## src/rtl/mtep_pkg.sv

```systemverilog
// shared types and constants of the track event parser
package mtep_pkg;

	localparam int VAL_W = 28;
	localparam int DAT_W = 7;

	// parse phase of one track, held in the context store
	typedef enum logic [9:0] {
		PH_DELTA  = 10'b00_0000_0001,
		PH_STATUS = 10'b00_0000_0010,
		PH_DATA1  = 10'b00_0000_0100,
		PH_DATA2  = 10'b00_0000_1000,
		PH_MTYPE  = 10'b00_0001_0000,
		PH_MLEN   = 10'b00_0010_0000,
		PH_SXLEN  = 10'b00_0100_0000,
		PH_SKIP   = 10'b00_1000_0000,
		PH_TEMPO  = 10'b01_0000_0000,
		PH_ENDED  = 10'b10_0000_0000
	} phase_t;

	typedef enum logic [3:0] {
		EV_DELTA    = 4'd0,
		EV_NOTE_OFF = 4'd1,
		EV_NOTE_ON  = 4'd2,
		EV_VOLUME   = 4'd3,
		EV_PAN      = 4'd4,
		EV_VIBRATO  = 4'd5,
		EV_EXPR     = 4'd6,
		EV_RESET    = 4'd7,
		EV_CTLRESET = 4'd8,
		EV_ALLOFF   = 4'd9,
		EV_PROGRAM  = 4'd10,
		EV_PRESSURE = 4'd11,
		EV_BEND     = 4'd12,
		EV_TEMPO    = 4'd13,
		EV_END      = 4'd14
	} ev_kind_t;

	typedef struct packed {
		phase_t             phase;
		logic [7:0]         run_status;
		logic [VAL_W-1:0]   acc;
		logic [DAT_W-1:0]   first_data;
		logic [7:0]         meta_kind;
		logic [VAL_W-1:0]   remaining;
	} track_ctx_t;

	localparam track_ctx_t CTX_RESET = '{
		phase:      PH_DELTA,
		run_status: 8'h00,
		acc:        '0,
		first_data: '0,
		meta_kind:  8'h00,
		remaining:  '0
	};

	typedef struct packed {
		logic               valid;
		ev_kind_t           kind;
		logic [3:0]         channel;
		logic [DAT_W-1:0]   key;
		logic [DAT_W-1:0]   vel;
		logic [VAL_W-1:0]   value;
	} event_t;

	typedef struct packed {
		logic               en;
		logic [3:0]         channel;
		logic [DAT_W-1:0]   level;
	} vol_wr_t;

	// upper nibble of the status byte
	localparam logic [3:0] ST_NOTE_OFF = 4'h8;
	localparam logic [3:0] ST_NOTE_ON  = 4'h9;
	localparam logic [3:0] ST_CTRL     = 4'hB;
	localparam logic [3:0] ST_PROGRAM  = 4'hC;
	localparam logic [3:0] ST_PRESSURE = 4'hD;
	localparam logic [3:0] ST_BEND     = 4'hE;
	localparam logic [3:0] ST_SYSTEM   = 4'hF;

	localparam logic [7:0] STATUS_META = 8'hFF;
	localparam logic [7:0] META_END    = 8'h2F;
	localparam logic [7:0] TEMPO_META  = 8'h51;

	localparam logic [DAT_W-1:0] CC_MOD      = 7'd1;
	localparam logic [DAT_W-1:0] CC_VOLUME   = 7'd7;
	localparam logic [DAT_W-1:0] CC_PAN      = 7'd10;
	localparam logic [DAT_W-1:0] CC_EXPR     = 7'd11;
	localparam logic [DAT_W-1:0] CC_RESET    = 7'd120;
	localparam logic [DAT_W-1:0] CC_CTLRESET = 7'd121;
	localparam logic [DAT_W-1:0] CC_ALLOFF   = 7'd123;

	localparam logic [DAT_W-1:0] VOL_MAX = 7'd127;

endpackage

```

## src/rtl/mtep_ctx_mem.sv

```systemverilog
// per-track parse context store with valid bits and write bypass
module mtep_ctx_mem import mtep_pkg::*; #(
	parameter int DEPTH = 16,
	parameter int AW    = 4
) (
	input  logic            clk,
	input  logic            arst_n,
	input  logic            rd_en,
	input  logic [AW-1:0]   rd_addr,
	input  logic            wr_en,
	input  logic [AW-1:0]   wr_addr,
	input  track_ctx_t      wr_data,
	output track_ctx_t      rd_ctx
);

	track_ctx_t        mem [DEPTH];
	track_ctx_t        rd_data_q;
	logic [AW-1:0]     rd_addr_q;
	logic              rd_valid_q;
	logic [DEPTH-1:0]  valid_q;
	track_ctx_t        byp_q;
	logic [AW-1:0]     byp_addr_q;
	logic              byp_valid_q;

	always_ff @(posedge clk) begin
		if (wr_en) begin
			mem[wr_addr] <= wr_data;
		end
		if (rd_en) begin
			rd_data_q <= mem[rd_addr];
			rd_addr_q <= rd_addr;
		end
		if (wr_en) begin
			byp_q      <= wr_data;
			byp_addr_q <= wr_addr;
		end
	end

	always_ff @(posedge clk or negedge arst_n) begin
		if (!arst_n) begin
			valid_q     <= '0;
			rd_valid_q  <= 1'b0;
			byp_valid_q <= 1'b0;
		end else begin
			if (wr_en) begin
				valid_q[wr_addr] <= 1'b1;
				byp_valid_q      <= 1'b1;
			end
			if (rd_en) begin
				rd_valid_q <= valid_q[rd_addr];
			end
		end
	end

	// a write in the same cycle as the read is not yet in the registered read data
	always_comb begin
		if (byp_valid_q && byp_addr_q == rd_addr_q) begin
			rd_ctx = byp_q;
		end else if (rd_valid_q) begin
			rd_ctx = rd_data_q;
		end else begin
			rd_ctx = CTX_RESET;
		end
	end

endmodule

```

## src/rtl/mtep_decode.sv

```systemverilog
// next-context and event decode for one track-chunk byte
module mtep_decode import mtep_pkg::*; (
	input  logic [7:0]        data_byte,
	input  logic              track_start,
	input  track_ctx_t        ctx_rd,
	input  logic [DAT_W-1:0]  vol_level,
	output logic [3:0]        vol_ch,
	output track_ctx_t        ctx_nx,
	output event_t            evt,
	output vol_wr_t           vol_wr
);

	track_ctx_t        c;
	phase_t            eph;
	logic              status_data;
	logic [VAL_W-1:0]  acc_e;
	logic [VAL_W-1:0]  vl;
	logic [VAL_W-1:0]  tempo_acc;
	logic [VAL_W-1:0]  rem_dec;
	logic [3:0]        hi;
	logic [3:0]        ch;
	logic [DAT_W-1:0]  b7;
	logic [13:0]       prod;
	logic [DAT_W-1:0]  q_est;
	logic [7:0]        q_rem;
	logic [DAT_W-1:0]  scaled;

	function automatic phase_t status_route(input logic [7:0] s);
		phase_t p;
		if (s == STATUS_META) begin
			p = PH_MTYPE;
		end else if (s[7:4] == ST_SYSTEM) begin
			p = PH_SXLEN;
		end else begin
			p = PH_DATA1;
		end
		return p;
	endfunction

	assign c           = track_start ? CTX_RESET : ctx_rd;
	assign hi          = c.run_status[7:4];
	assign ch          = c.run_status[3:0];
	assign b7          = data_byte[6:0];
	assign vol_ch      = ch;
	assign status_data = (c.phase == PH_STATUS) && !data_byte[7];
	assign eph         = status_data ? status_route(c.run_status) : c.phase;
	assign acc_e       = status_data ? '0 : c.acc;
	assign vl          = {acc_e[VAL_W-8:0], b7};
	assign tempo_acc   = {acc_e[VAL_W-9:0], data_byte};
	assign rem_dec     = c.remaining - VAL_W'(1);

	// level * value / 127: quotient estimate by >>7, then one correction step
	assign prod   = 14'(vol_level) * 14'(b7);
	assign q_est  = prod[13:7];
	assign q_rem  = {1'b0, q_est} + {1'b0, prod[6:0]};
	assign scaled = q_est + DAT_W'(q_rem >= {1'b0, VOL_MAX});

	always_comb begin
		ctx_nx      = c;
		evt.valid   = 1'b0;
		evt.kind    = EV_DELTA;
		evt.channel = ch;
		evt.key     = '0;
		evt.vel     = '0;
		evt.value   = '0;
		vol_wr.en      = 1'b0;
		vol_wr.channel = ch;
		vol_wr.level   = b7;
		if (c.phase == PH_STATUS && data_byte[7]) begin
			ctx_nx.run_status = data_byte;
			ctx_nx.acc        = '0;
			ctx_nx.phase      = status_route(data_byte);
		end else begin
			if (status_data) begin
				ctx_nx.acc = '0;
			end
			case (eph)
				PH_DELTA: begin
					ctx_nx.acc = vl;
					if (!data_byte[7]) begin
						ctx_nx.acc   = '0;
						ctx_nx.phase = PH_STATUS;
						evt.valid    = 1'b1;
						evt.kind     = EV_DELTA;
						evt.channel  = 4'h0;
						evt.value    = vl;
					end
				end
				PH_DATA1: begin
					ctx_nx.first_data = b7;
					if (hi == ST_PROGRAM) begin
						ctx_nx.phase = PH_DELTA;
						evt.valid    = 1'b1;
						evt.kind     = EV_PROGRAM;
						evt.key      = b7;
					end else if (hi == ST_PRESSURE) begin
						ctx_nx.phase = PH_DELTA;
						evt.valid    = 1'b1;
						evt.kind     = EV_PRESSURE;
						evt.key      = b7;
						evt.value    = VAL_W'(scaled);
					end else begin
						ctx_nx.phase = PH_DATA2;
					end
				end
				PH_DATA2: begin
					ctx_nx.phase = PH_DELTA;
					case (hi)
						ST_NOTE_OFF: begin
							evt.valid = 1'b1;
							evt.kind  = EV_NOTE_OFF;
							evt.key   = c.first_data;
							evt.vel   = b7;
						end
						ST_NOTE_ON: begin
							evt.valid = 1'b1;
							evt.kind  = (b7 == '0) ? EV_NOTE_OFF : EV_NOTE_ON;
							evt.key   = c.first_data;
							evt.vel   = b7;
						end
						ST_CTRL: begin
							evt.key = b7;
							case (c.first_data)
								CC_MOD: begin
									evt.valid = 1'b1;
									evt.kind  = EV_VIBRATO;
								end
								CC_VOLUME: begin
									evt.valid = 1'b1;
									evt.kind  = EV_VOLUME;
									vol_wr.en = 1'b1;
								end
								CC_PAN: begin
									evt.valid = 1'b1;
									evt.kind  = EV_PAN;
								end
								CC_EXPR: begin
									evt.valid = 1'b1;
									evt.kind  = EV_EXPR;
									evt.value = VAL_W'(scaled);
								end
								CC_RESET: begin
									evt.valid = 1'b1;
									evt.kind  = EV_RESET;
								end
								CC_CTLRESET: begin
									evt.valid = 1'b1;
									evt.kind  = EV_CTLRESET;
								end
								CC_ALLOFF: begin
									evt.valid = 1'b1;
									evt.kind  = EV_ALLOFF;
								end
								default: begin
									evt.valid = 1'b0;
								end
							endcase
						end
						ST_BEND: begin
							evt.valid = 1'b1;
							evt.kind  = EV_BEND;
							evt.value = VAL_W'({b7, c.first_data});
						end
						default: begin
							evt.valid = 1'b0;
						end
					endcase
				end
				PH_MTYPE: begin
					ctx_nx.meta_kind = data_byte;
					ctx_nx.acc       = '0;
					ctx_nx.phase     = PH_MLEN;
				end
				PH_MLEN, PH_SXLEN: begin
					ctx_nx.acc = vl;
					if (!data_byte[7]) begin
						ctx_nx.acc       = '0;
						ctx_nx.remaining = vl;
						if (eph == PH_MLEN && c.meta_kind == META_END) begin
							ctx_nx.phase = PH_ENDED;
							evt.valid    = 1'b1;
							evt.kind     = EV_END;
						end else if (eph == PH_MLEN && c.meta_kind == TEMPO_META) begin
							if (vl == '0) begin
								ctx_nx.phase = PH_DELTA;
								evt.valid    = 1'b1;
								evt.kind     = EV_TEMPO;
							end else begin
								ctx_nx.phase = PH_TEMPO;
							end
						end else begin
							ctx_nx.phase = (vl != '0) ? PH_SKIP : PH_DELTA;
						end
					end
				end
				PH_SKIP: begin
					ctx_nx.remaining = rem_dec;
					if (rem_dec == '0) begin
						ctx_nx.phase = PH_DELTA;
					end
				end
				PH_TEMPO: begin
					ctx_nx.acc       = tempo_acc;
					ctx_nx.remaining = rem_dec;
					if (rem_dec == '0) begin
						ctx_nx.acc   = '0;
						ctx_nx.phase = PH_DELTA;
						evt.valid    = 1'b1;
						evt.kind     = EV_TEMPO;
						evt.value    = tempo_acc;
					end
				end
				default: begin
					ctx_nx = c;
				end
			endcase
		end
	end

endmodule

```

## src/rtl/midi_track_event_parser.sv

```systemverilog
// each accepted byte is decoded in stage one; its event is registered onto the outputs
// throughput: one byte per cycle unless stalled; the context store has one read and one
//   write port; a write lands in a bypass register so that track may follow next cycle
// in_stall rises only while a byte that makes an event waits behind a stalled event
// reset: track contexts read as cleared through per-track valid bits (no clearing pass),
//   channel volumes go to 127, pipeline and output empty
module midi_track_event_parser import mtep_pkg::*; #(
	parameter int TRACK_SLOTS = 16
) (
	input  logic               clk,
	input  logic               arst_n,
	input  logic               in_valid,
	output logic               in_stall,
	input  logic [7:0]         data_byte,
	input  logic [3:0]         track_index,
	input  logic               track_start,
	output logic               out_valid,
	input  logic               out_stall,
	output logic [3:0]         event_kind,
	output logic [3:0]         event_track,
	output logic [3:0]         event_channel,
	output logic [DAT_W-1:0]   key_or_number,
	output logic [DAT_W-1:0]   velocity,
	output logic [VAL_W-1:0]   event_value
);

	localparam int AW = (TRACK_SLOTS > 1) ? $clog2(TRACK_SLOTS) : 1;

	logic [AW+3:0]     trk_ext;
	logic              in_range;
	logic              in_acc;

	logic              valid_s1;
	logic [7:0]        data_s1;
	logic [3:0]        track_s1;
	logic              start_s1;
	logic              range_s1;
	logic [AW-1:0]     addr_s1;

	track_ctx_t        ctx_rd;
	track_ctx_t        ctx_nx;
	event_t            evt;
	vol_wr_t           vol_wr;
	logic [3:0]        vol_ch;
	logic [DAT_W-1:0]  vol_level;
	logic [DAT_W-1:0]  vol_q [16];

	logic              has_evt;
	logic              out_free;
	logic              adv;
	logic              out_valid_q;
	event_t            evt_q;
	logic [3:0]        track_q;

	assign trk_ext  = {{AW{1'b0}}, track_index};
	assign in_range = trk_ext < (AW+4)'(TRACK_SLOTS);
	assign in_acc   = in_valid && !in_stall;

	assign has_evt  = range_s1 && evt.valid;
	assign out_free = !out_valid_q || !out_stall;
	assign adv      = valid_s1 && (!has_evt || out_free);
	assign in_stall = valid_s1 && !adv;

	always_ff @(posedge clk or negedge arst_n) begin
		if (!arst_n) begin
			valid_s1 <= 1'b0;
		end else if (in_acc) begin
			valid_s1 <= 1'b1;
		end else if (adv) begin
			valid_s1 <= 1'b0;
		end
	end

	always_ff @(posedge clk) begin
		if (in_acc) begin
			data_s1  <= data_byte;
			track_s1 <= track_index;
			start_s1 <= track_start;
			range_s1 <= in_range;
			addr_s1  <= trk_ext[AW-1:0];
		end
	end

	mtep_ctx_mem #(
		.DEPTH (TRACK_SLOTS),
		.AW    (AW)
	) u_ctx_mem (
		.clk     (clk),
		.arst_n  (arst_n),
		.rd_en   (in_acc),
		.rd_addr (trk_ext[AW-1:0]),
		.wr_en   (adv && range_s1),
		.wr_addr (addr_s1),
		.wr_data (ctx_nx),
		.rd_ctx  (ctx_rd)
	);

	mtep_decode u_decode (
		.data_byte   (data_s1),
		.track_start (start_s1),
		.ctx_rd      (ctx_rd),
		.vol_level   (vol_level),
		.vol_ch      (vol_ch),
		.ctx_nx      (ctx_nx),
		.evt         (evt),
		.vol_wr      (vol_wr)
	);

	// channel volume, shared by all tracks
	assign vol_level = vol_q[vol_ch];

	always_ff @(posedge clk or negedge arst_n) begin
		if (!arst_n) begin
			for (int i = 0; i < 16; i++) begin
				vol_q[i] <= VOL_MAX;
			end
		end else if (adv && range_s1 && vol_wr.en) begin
			vol_q[vol_wr.channel] <= vol_wr.level;
		end
	end

	always_ff @(posedge clk or negedge arst_n) begin
		if (!arst_n) begin
			out_valid_q <= 1'b0;
		end else if (out_free) begin
			out_valid_q <= adv && has_evt;
		end
	end

	always_ff @(posedge clk) begin
		if (adv && has_evt) begin
			evt_q   <= evt;
			track_q <= track_s1;
		end
	end

	assign out_valid     = out_valid_q;
	assign event_kind    = evt_q.kind;
	assign event_track   = track_q;
	assign event_channel = evt_q.channel;
	assign key_or_number = evt_q.key;
	assign velocity      = evt_q.vel;
	assign event_value   = evt_q.value;

endmodule

```

## config.mk

```make
export PLATFORM = sky130hd
export DESIGN_NAME = midi_track_event_parser
export DESIGN_NICKNAME = d
export VERILOG_FILES = /design/src/rtl/mtep_pkg.sv /design/src/rtl/mtep_ctx_mem.sv /design/src/rtl/mtep_decode.sv /design/src/rtl/midi_track_event_parser.sv
export SDC_FILE = /design/constraint.sdc
export NUM_CORES = 2
export LEC_CHECK = 0
export ABC_AREA = 1
export BUFFER_PORTS_ARGS = -buffer_cell sky130_fd_sc_hd__buf_2
export CAP_MARGIN = 20
export CORE_AREA = 5 5 340 342
export CTS_BUF_LIST = sky130_fd_sc_hd__clkbuf_4
export DETAILED_ROUTE_END_ITERATION = 8
export DIE_AREA = 0 0 345 347
export HOLD_SLACK_MARGIN = 0.02
export PLACE_DENSITY_LB_ADDON = 0.12
export SYNTH_ARGS = -nofsm -noshare
export SYNTH_HDL_FRONTEND = slang
export SYNTH_SLANG_ARGS = --single-unit
```

## constraint.sdc

```tcl
create_clock -name clk -period 11.8 [get_ports clk]
set_input_delay 2.36 -clock clk [delete_from_list [all_inputs] [get_ports clk]]
set_output_delay 2.36 -clock clk [all_outputs]
set_load 0.005 [all_outputs]
```

; After elaboration in Yosys (flattened, before gate mapping)
; Memory sizes are Yosys's and may differ from the RTL's. A register that Yosys moved wholly into a read port is not among the register bits.
; Cells that the tools add are included.
[op_classes]
reduce_logical = 35
mux = 75
bitwise = 4
n_lt_le_gt_ge = 7
multipliers = 1
n_eq_ne = 29
add_sub_neg = 3
[op_table]
columns = operator, n
row1 = 89-bit two-way mux, 3
row2 = 28-bit one-hot mux with 4 select lines, 2
row3 = 28-bit two-way mux, 7
row4 = 112-bit bitwise mux, 1
row5 = 28-bit one-hot mux with 2 select lines, 2
row6 = 7-bit two-way mux, 12
row7 = 10-bit two-way mux, 8
row8 = 10-bit one-hot mux with 6 select lines, 1
row9 = 28-bit zero test, 2
row10 = 51-bit two-way mux, 1
row11 = 46-bit two-way mux, 1
row12 = 43-bit two-way mux, 1
row13 = 5-bit two-way mux, 7
row14 = 4-bit == test (second input constant), 8
row15 = 7-bit binary-select mux with 4-bit select, 1
row16 = 7-bit demux with 4-bit select, 1
row17 = 4-bit one-hot mux with 7 select lines, 1
row18 = 7-bit one-hot mux with 2 select lines, 2
row19 = 28-bit nonzero test, 1
row20 = 28-bit by 1-bit subtractor with 28-bit output (second input constant), 1
row21 = 5-bit one-hot mux with 5 select lines, 1
row22 = 7-bit == test (second input constant), 3
row23 = 9-bit two-way mux, 2
row24 = 8-bit == test (second input constant), 2
row25 = other kinds (42), 83
[word_totals]
inputBits = 17
ramBits = 1424
word_cells = 193
ff_bits = 293
memories = 1
[memory_table]
columns = memory, words, width, rd, rd_ports_with_merged_regs, write_ports, line_no
row1 = u_ctx_mem.mem, 16, 89, 1, 1, 1, mtep_ctx_mem.sv:16  ; track_ctx_t mem [DEPTH];

; Longest topological paths before layout
[logic_depth]
ltp_word = 25
ltp_mapped = 50

; Modules after synthesis
; A second synthesis with hierarchy kept.
[hier_totals]
cells_unflattened = 7186
hier_area_um2 = 79685.2
[by_module_without_submodules]
columns = mod, cells_per_inst, instances, area_per_inst_um2, seq_area_each_um2
row1 = mtep_ctx_mem, 4723, 1, 63637.3, 48796.8
row2 = mtep_decode, 1615, 1, 8041.5, 0.0
row3 = midi_track_event_parser, 848, 1, 8006.4, 5004.8

; Worst setup path after synthesis
; Ideal clock, no wire load.
[synth_path]
path_type = register -> register
start = register u_ctx_mem.rd_addr_q[3]
end = register evt_q, in the netlist event_value[6] (data pin)
path_buffers = 3
setup_time_ns = 0.266
path_stages_with_launch = 47
arrival_ns = 8.021
period_less_slack_ns = 8.288
path_slack_ns = 3.512
cell_sequence = edfxtp_1 > nand2_1 > nand2_1 > nor2_8 > nand3_4 > buf_6 > o21ai_1 > nor2_2 > nand2_2 > clkbuf_1 > buf_1 > o22ai_1 > o21ai_0 > nand4_1 > nor2_1 > fa_1 > fa_1 > inv_1 > [11 not listed] > a21o_1 > a21oi_1 > xor2_1 > ha_1 > nand2_1 > o2111ai_1 > a2111oi_0 > a31oi_1 > nand2_1 > ha_1 > ha_1 > nand2_1 > nor2_1 > nand3_1 > xor2_1 > o22ai_1 > nand2_1 > o211ai_1
[synth_between]
elab_chain_cells = 15
word_cells_on_any_way = 37
classes_between = 3 x add/sub / 1 x mul / 1 x order compare / 13 x eq/ne / 14 x mux / 1 x bitwise / 4 x reduce/logical
[synth_lines]
columns = item, line_no
row1 = "start, declared", mtep_ctx_mem.sv:18  ; logic [AW-1:0] rd_addr_q;
row2 = "start signal, assigned", mtep_ctx_mem.sv:31  ; rd_addr_q <= rd_addr;
row3 = 4-bit == test (*), mtep_ctx_mem.sv:57  ; if (byp_valid_q && byp_addr_q == rd_addr_q) begin
row4 = 1-bit logical AND (*), mtep_ctx_mem.sv:57
row5 = 89-bit two-way mux (*), mtep_ctx_mem.sv:57
row6 = 89-bit two-way mux (*), mtep_decode.sv:40  ; assign c = track_start ? CTX_RESET : ctx_rd;
row7 = 4-bit NOT with 5-bit output (not written as such), midi_track_event_parser.sv:110  ; assign vol_level = vol_q[vol_ch];
row8 = 7-bit binary-select mux with 4-bit select, midi_track_event_parser.sv:110
row9 = 7-bit two-way mux (not written as such) (2 in series), midi_track_event_parser.sv:110
row10 = 7-bit by 7-bit multiplier with 14-bit output, mtep_decode.sv:53  ; assign prod = 14'(vol_level) * 14'(b7);
row11 = 7-bit by 7-bit adder with 8-bit output, mtep_decode.sv:55  ; assign q_rem = {1'b0, q_est} + {1'b0, prod[6:0]};
row12 = 8-bit by 7-bit greater-or-equal comparator with 1-bit output, mtep_decode.sv:56  ; assign scaled = q_est + DAT_W'(q_rem >= {1'b0, VOL_MAX});
row13 = 7-bit by 1-bit adder with 7-bit output, mtep_decode.sv:56
row14 = 7-bit two-way mux (on tied branches), "mtep_decode.sv:123, mtep_decode.sv:96"
row15 = 28-bit one-hot mux with 2 select lines or 28-bit two-way mux (tied branches), "mtep_decode.sv:108, mtep_decode.sv:91"
row16 = 28-bit one-hot mux with 4 select lines, mtep_decode.sv:77  ; case (eph)
row17 = "end signal, assigned", midi_track_event_parser.sv:132  ; evt_q <= evt;
row18 = "end, declared", midi_track_event_parser.sv:52  ; event_t evt_q;
; Every way passes the cells marked *; elsewhere a longest branch is shown, timed or not. The select of a mux whose other input is x is not followed.
; A chain may end at the register's enable or synchronous reset.

; Final worst setup path
[layout_path]
start = register u_ctx_mem.rd_addr_q[0]
end = register evt_q, in the netlist event_value[6] (data pin)
; Same word-level chain as after synthesis.

==> flow_summary_export.csv <==
group,metric,value,unit
worst_hold_path,hp-class,"register to register",
synth,ys_seq_elements,1679,
placed_design,finalWeightedCongestion,0.927,
clocking,h-tree-depth,5,
final_layout,filler_cell_count_in_the_final_layout,7855,
floorplan,core_area,0.112,mm2
clocking,cts_buffers,422,
power,leakagePower,0.0315,uW
worst_setup_path,r2r-start,"u_ctx_mem.rd_addr_q[0]",
worst_setup_path,ff_to_ff_path_depth,48,
worst_hold_path,hold-path-endpoint,"u_ctx_mem.valid_q[5]",
worst_setup_path,worstPathArrival,11.37,ns
outcome,outcome,"completed",
clocking,quantity_of_hold_fixing_buffers_added_after_cts,0,
sta,fin_setup_tns,0,ns
power,max-vdd-ir-drop,120,uV
global_routing,grt-ovfl-total,0,
worst_setup_path,end_kind,"register",
worst_setup_path,worstReg2RegEnd,"event_value[6]",
floorplan,floorplan.rows,123,
global_routing,first_global_vias,49278,
worst_setup_path,worst_setup_path_start_kind,"register",
synth,synth-warning-count,0,
power,power_density,168,mW/mm2
sta,relSlewSlack,22.0,%
job,maxCapViolations,0,
final_layout,nets,6374,
clocking,clk_transition_reported_paths,0.07,ns
sta,max_clock_freq,96.5,MHz
sta,unrepaired_setup_endpoints_after_global_routing,"false",
clocking,clock_latency_reported_for_the_late_side_of_the_worst_skew_pair,1.30,ns
worst_setup_path,critical_path_data_required_time,12.81,ns
final_layout,layout_common_cells,"1,547 x sky130_fd_sc_hd__edfxtp_1, 873 x sky130_fd_sc_hd__nand2_1, 601 x sky130_fd_sc_hd__clkbuf_4",
sta,slew_worst_pin,1.17,ns
placed_design,place.detailed.hpwl,110,mm
sta,final.min_clock_period,10.37,ns
final_layout,area_growth,9.48,%
floorplan,design.die.area,0.120,mm2
worst_setup_path,critical_path_class,"register to register",
routing,routed_wl,202,mm
floorplan,top_level_ports,73,
routing,via_count,50808,
sta,fin_worst_skew,0.129,ns
routing,number_of_drc_markers_in_iteration_0,6191,
clocking,cts-root-to-sink-buffers,4,
final_layout,drive_gt1_share,15.9,%
clocking,cts_root_buf,"sky130_fd_sc_hd__clkbuf_4",
synth,edff_count_synth,1547,
synth,synth_fp_nets,6121,
floorplan,die-width,345,um
synth,synthArstFlopShare,7.86,%
sta,timing.final.hold_violations,0,
synth,synth_cell_type_count,57,
placed_design,port-buffer-count,72,
global_routing,largest_net_degree_at_the_start_of_global_routing,207,
worst_hold_path,holdCritStartpoint,"u_ctx_mem.valid_q[5]",
worst_setup_path,ff2ff_setup_slack,1.43,ns
routing,post_drt_wl_per_cell,25.1,um
routing,remaining_drc_errors,0,
sta,final.period_utilization,87.8,%
sta,timing_max_transition_violations_final,0,
routing,drt_first_pass_iters,7,
final_layout,finish.utilization,71.9,%
worst_hold_path,timing.hold.worst_path_depth,2,
global_routing,globalRouteTotalUtil,33.2,%
floorplan,die_height,347,um
floorplan,floorplan.initialDensity,65.6,%
global_routing,first_pass_grt_wire_length,301,mm
clocking,clock-sinks,1679,
final_layout,layout_commonest_cell,"sky130_fd_sc_hd__edfxtp_1",
worst_setup_path,cpMostUsedCell,"sky130_fd_sc_hd__nand2_1",
synth,yosysSeqAreaShare,67.9,%
global_routing,antenna_found_initial,4,
worst_setup_path,worst_path_max_delay_cell,"sky130_fd_sc_hd__inv_1",
worst_setup_path,worst_path_largest_cell_delay,0.73,ns
worst_setup_path,cp_max_fo,32,
clocking,tritoncts,"built",
synth,synth_area_per_cell,12.2,um2
routing,routed_via_density,6.30,
synth,netlist_area,0.0735,mm2
synth,synthesis.instances,6036,
clocking,cts-resized-gates,0,
sta,setup_viol_count_final,0,
clocking,cts_setup_buffers,0,
routing,route.antenna.remaining_nets,0,
synth,ys.flop_type,"sky130_fd_sc_hd__edfxtp_1",
==> worst max-delay path, delay by kind of cell (launching register included) <==
| family | cells | cell delay, ns |
|---|---|---|
| compound gates | 11 | 1.62 |
| flops | 1 | 0.49 |
| buf+inv | 6 | 1.27 |
| xor+xnor | 2 | 0.58 |
| simple gates | 21 | 3.17 |
| fa+ha+maj | 8 | 2.96 |
==> metal layers <==
| layer | GRT usage, % | vias to the layer above | share of wire (%) |
|---|---|---|---|
| met4 | 13.7 | 0 | 3.8 |
| li1 | - | 22659 | - |
| met3 | 6.09 | 511 | 9.9 |
| met5 | 0 | - | 0 |
| met2 | 54.1 | 2927 | 48 |
| met1 | 45.0 | 24711 | 38 |
==> cells in the mapped netlist (5+ instances only) <==
cell type	number	area, um2
sky130_fd_sc_hd__a21oi_1	353	1770
sky130_fd_sc_hd__a22o_1	8	70.1
sky130_fd_sc_hd__a22oi_1	13	97.6
sky130_fd_sc_hd__buf_1	54	203
sky130_fd_sc_hd__buf_2	40	200
sky130_fd_sc_hd__buf_4	12	90.1
sky130_fd_sc_hd__buf_6	6	67.6
sky130_fd_sc_hd__clkbuf_1	261	980
sky130_fd_sc_hd__dfrtp_1	20	500
sky130_fd_sc_hd__dfstp_2	112	2940
sky130_fd_sc_hd__edfxtp_1	1547	46500
sky130_fd_sc_hd__fa_1	25	500
sky130_fd_sc_hd__ha_1	43	538
sky130_fd_sc_hd__inv_1	568	2130
sky130_fd_sc_hd__inv_2	16	60.1
sky130_fd_sc_hd__mux2i_1	328	3280
sky130_fd_sc_hd__nand2_1	873	3280
sky130_fd_sc_hd__nand2_2	8	50.1
sky130_fd_sc_hd__nand3_1	207	1040
sky130_fd_sc_hd__nand3_2	6	60.1
sky130_fd_sc_hd__nand4_1	156	976
sky130_fd_sc_hd__nand4_2	20	250
sky130_fd_sc_hd__nor2_1	246	923
sky130_fd_sc_hd__nor2_2	11	68.8
sky130_fd_sc_hd__nor3_1	17	85.1
sky130_fd_sc_hd__o2111ai_1	13	114
sky130_fd_sc_hd__o211ai_1	352	2640
sky130_fd_sc_hd__o21ai_0	514	2570
sky130_fd_sc_hd__o21ai_1	24	120
sky130_fd_sc_hd__o21bai_1	14	105
sky130_fd_sc_hd__o221ai_1	41	359
sky130_fd_sc_hd__o22a_1	16	140
sky130_fd_sc_hd__o22ai_1	43	269
sky130_fd_sc_hd__or2_2	5	31.3
sky130_fd_sc_hd__xor2_1	17	149
==> registers in the layout, summed over array words and instances (netlist names) <==
signal	flops
valid_s1	1
u_ctx_mem.rd_valid_q	1
u_ctx_mem.byp_valid_q	1
vol_q	112
velocity	7
u_ctx_mem.byp_addr_q	4
u_ctx_mem.rd_addr_q	4
u_ctx_mem.mem	1312
u_ctx_mem.byp_q	82
event_track	4
u_ctx_mem.valid_q	16
data_s1	8
u_ctx_mem.rd_data_q	82
event_value	28
key_or_number	7
out_valid	1
event_kind	4
start_s1	1
event_channel	4
==> power breakdown <==
part	switching [uW]	leakage [uW]	internal, uW
registers	61.4	0.0157	6870
logic	1380	0.0129	566
clock network	2210	0.00297	2400
==> through the flow <==
stage               total power, uW  hold WS (ns)  setup WS, ns  instances  area, um2
floorplan                      8330         0.427          3.51       6036      73500
global placement               8920         0.439          1.76       7355      75400
detailed placement             8960         0.445          1.65       7356      75400
CTS                           13500         0.458          1.55       8044      80400
global route                  14100         0.473         0.664       8059      80500
finish                        13500         0.461          1.43       8059      80500
==> cell type report <==
| cell class | count | area, um2 | share of cell area [%] |
|---|---|---|---|
| antenna | 6 | 15.0 | 0.0186 |
| multi-input combinational | 3396 | 20000 | 24.9 |
| inverter | 587 | 2220 | 2.76 |
| sequential | 1679 | 49900 | 62.0 |
| timing repair buffer | 203 | 1500 | 1.86 |
| tap | 1500 | 1880 | 2.33 |
| clock inverter | 87 | 452 | 0.561 |
| clock buffer | 601 | 4510 | 5.60 |
==> worst max-delay path by stage <==
stage	start	endpoint	slack, ns	cells after the start
2_1_floorplan	u_ctx_mem.rd_addr_q[3]	event_value[6]	3.51	46
3_3_place_gp	u_ctx_mem.rd_addr_q[0]	event_value[6]	1.76	48
3_5_place_dp	u_ctx_mem.rd_addr_q[0]	event_value[6]	1.65	47
4_1_cts	u_ctx_mem.rd_addr_q[0]	event_value[6]	1.55	47
5_1_grt	u_ctx_mem.rd_addr_q[0]	event_value[6]	0.66	47
6_report	u_ctx_mem.rd_addr_q[0]	event_value[6]	1.43	48
==> cells by family after synthesis <==
logic type / share of synthesized area, %
fa+ha+maj: 1.41
compound gates: 11.4
buf+inv: 5.10
mux: 4.46
flops: 67.9
xor+xnor: 0.238
simple gates: 9.56
No activity file was read; power rests on OpenSTA's default activity.
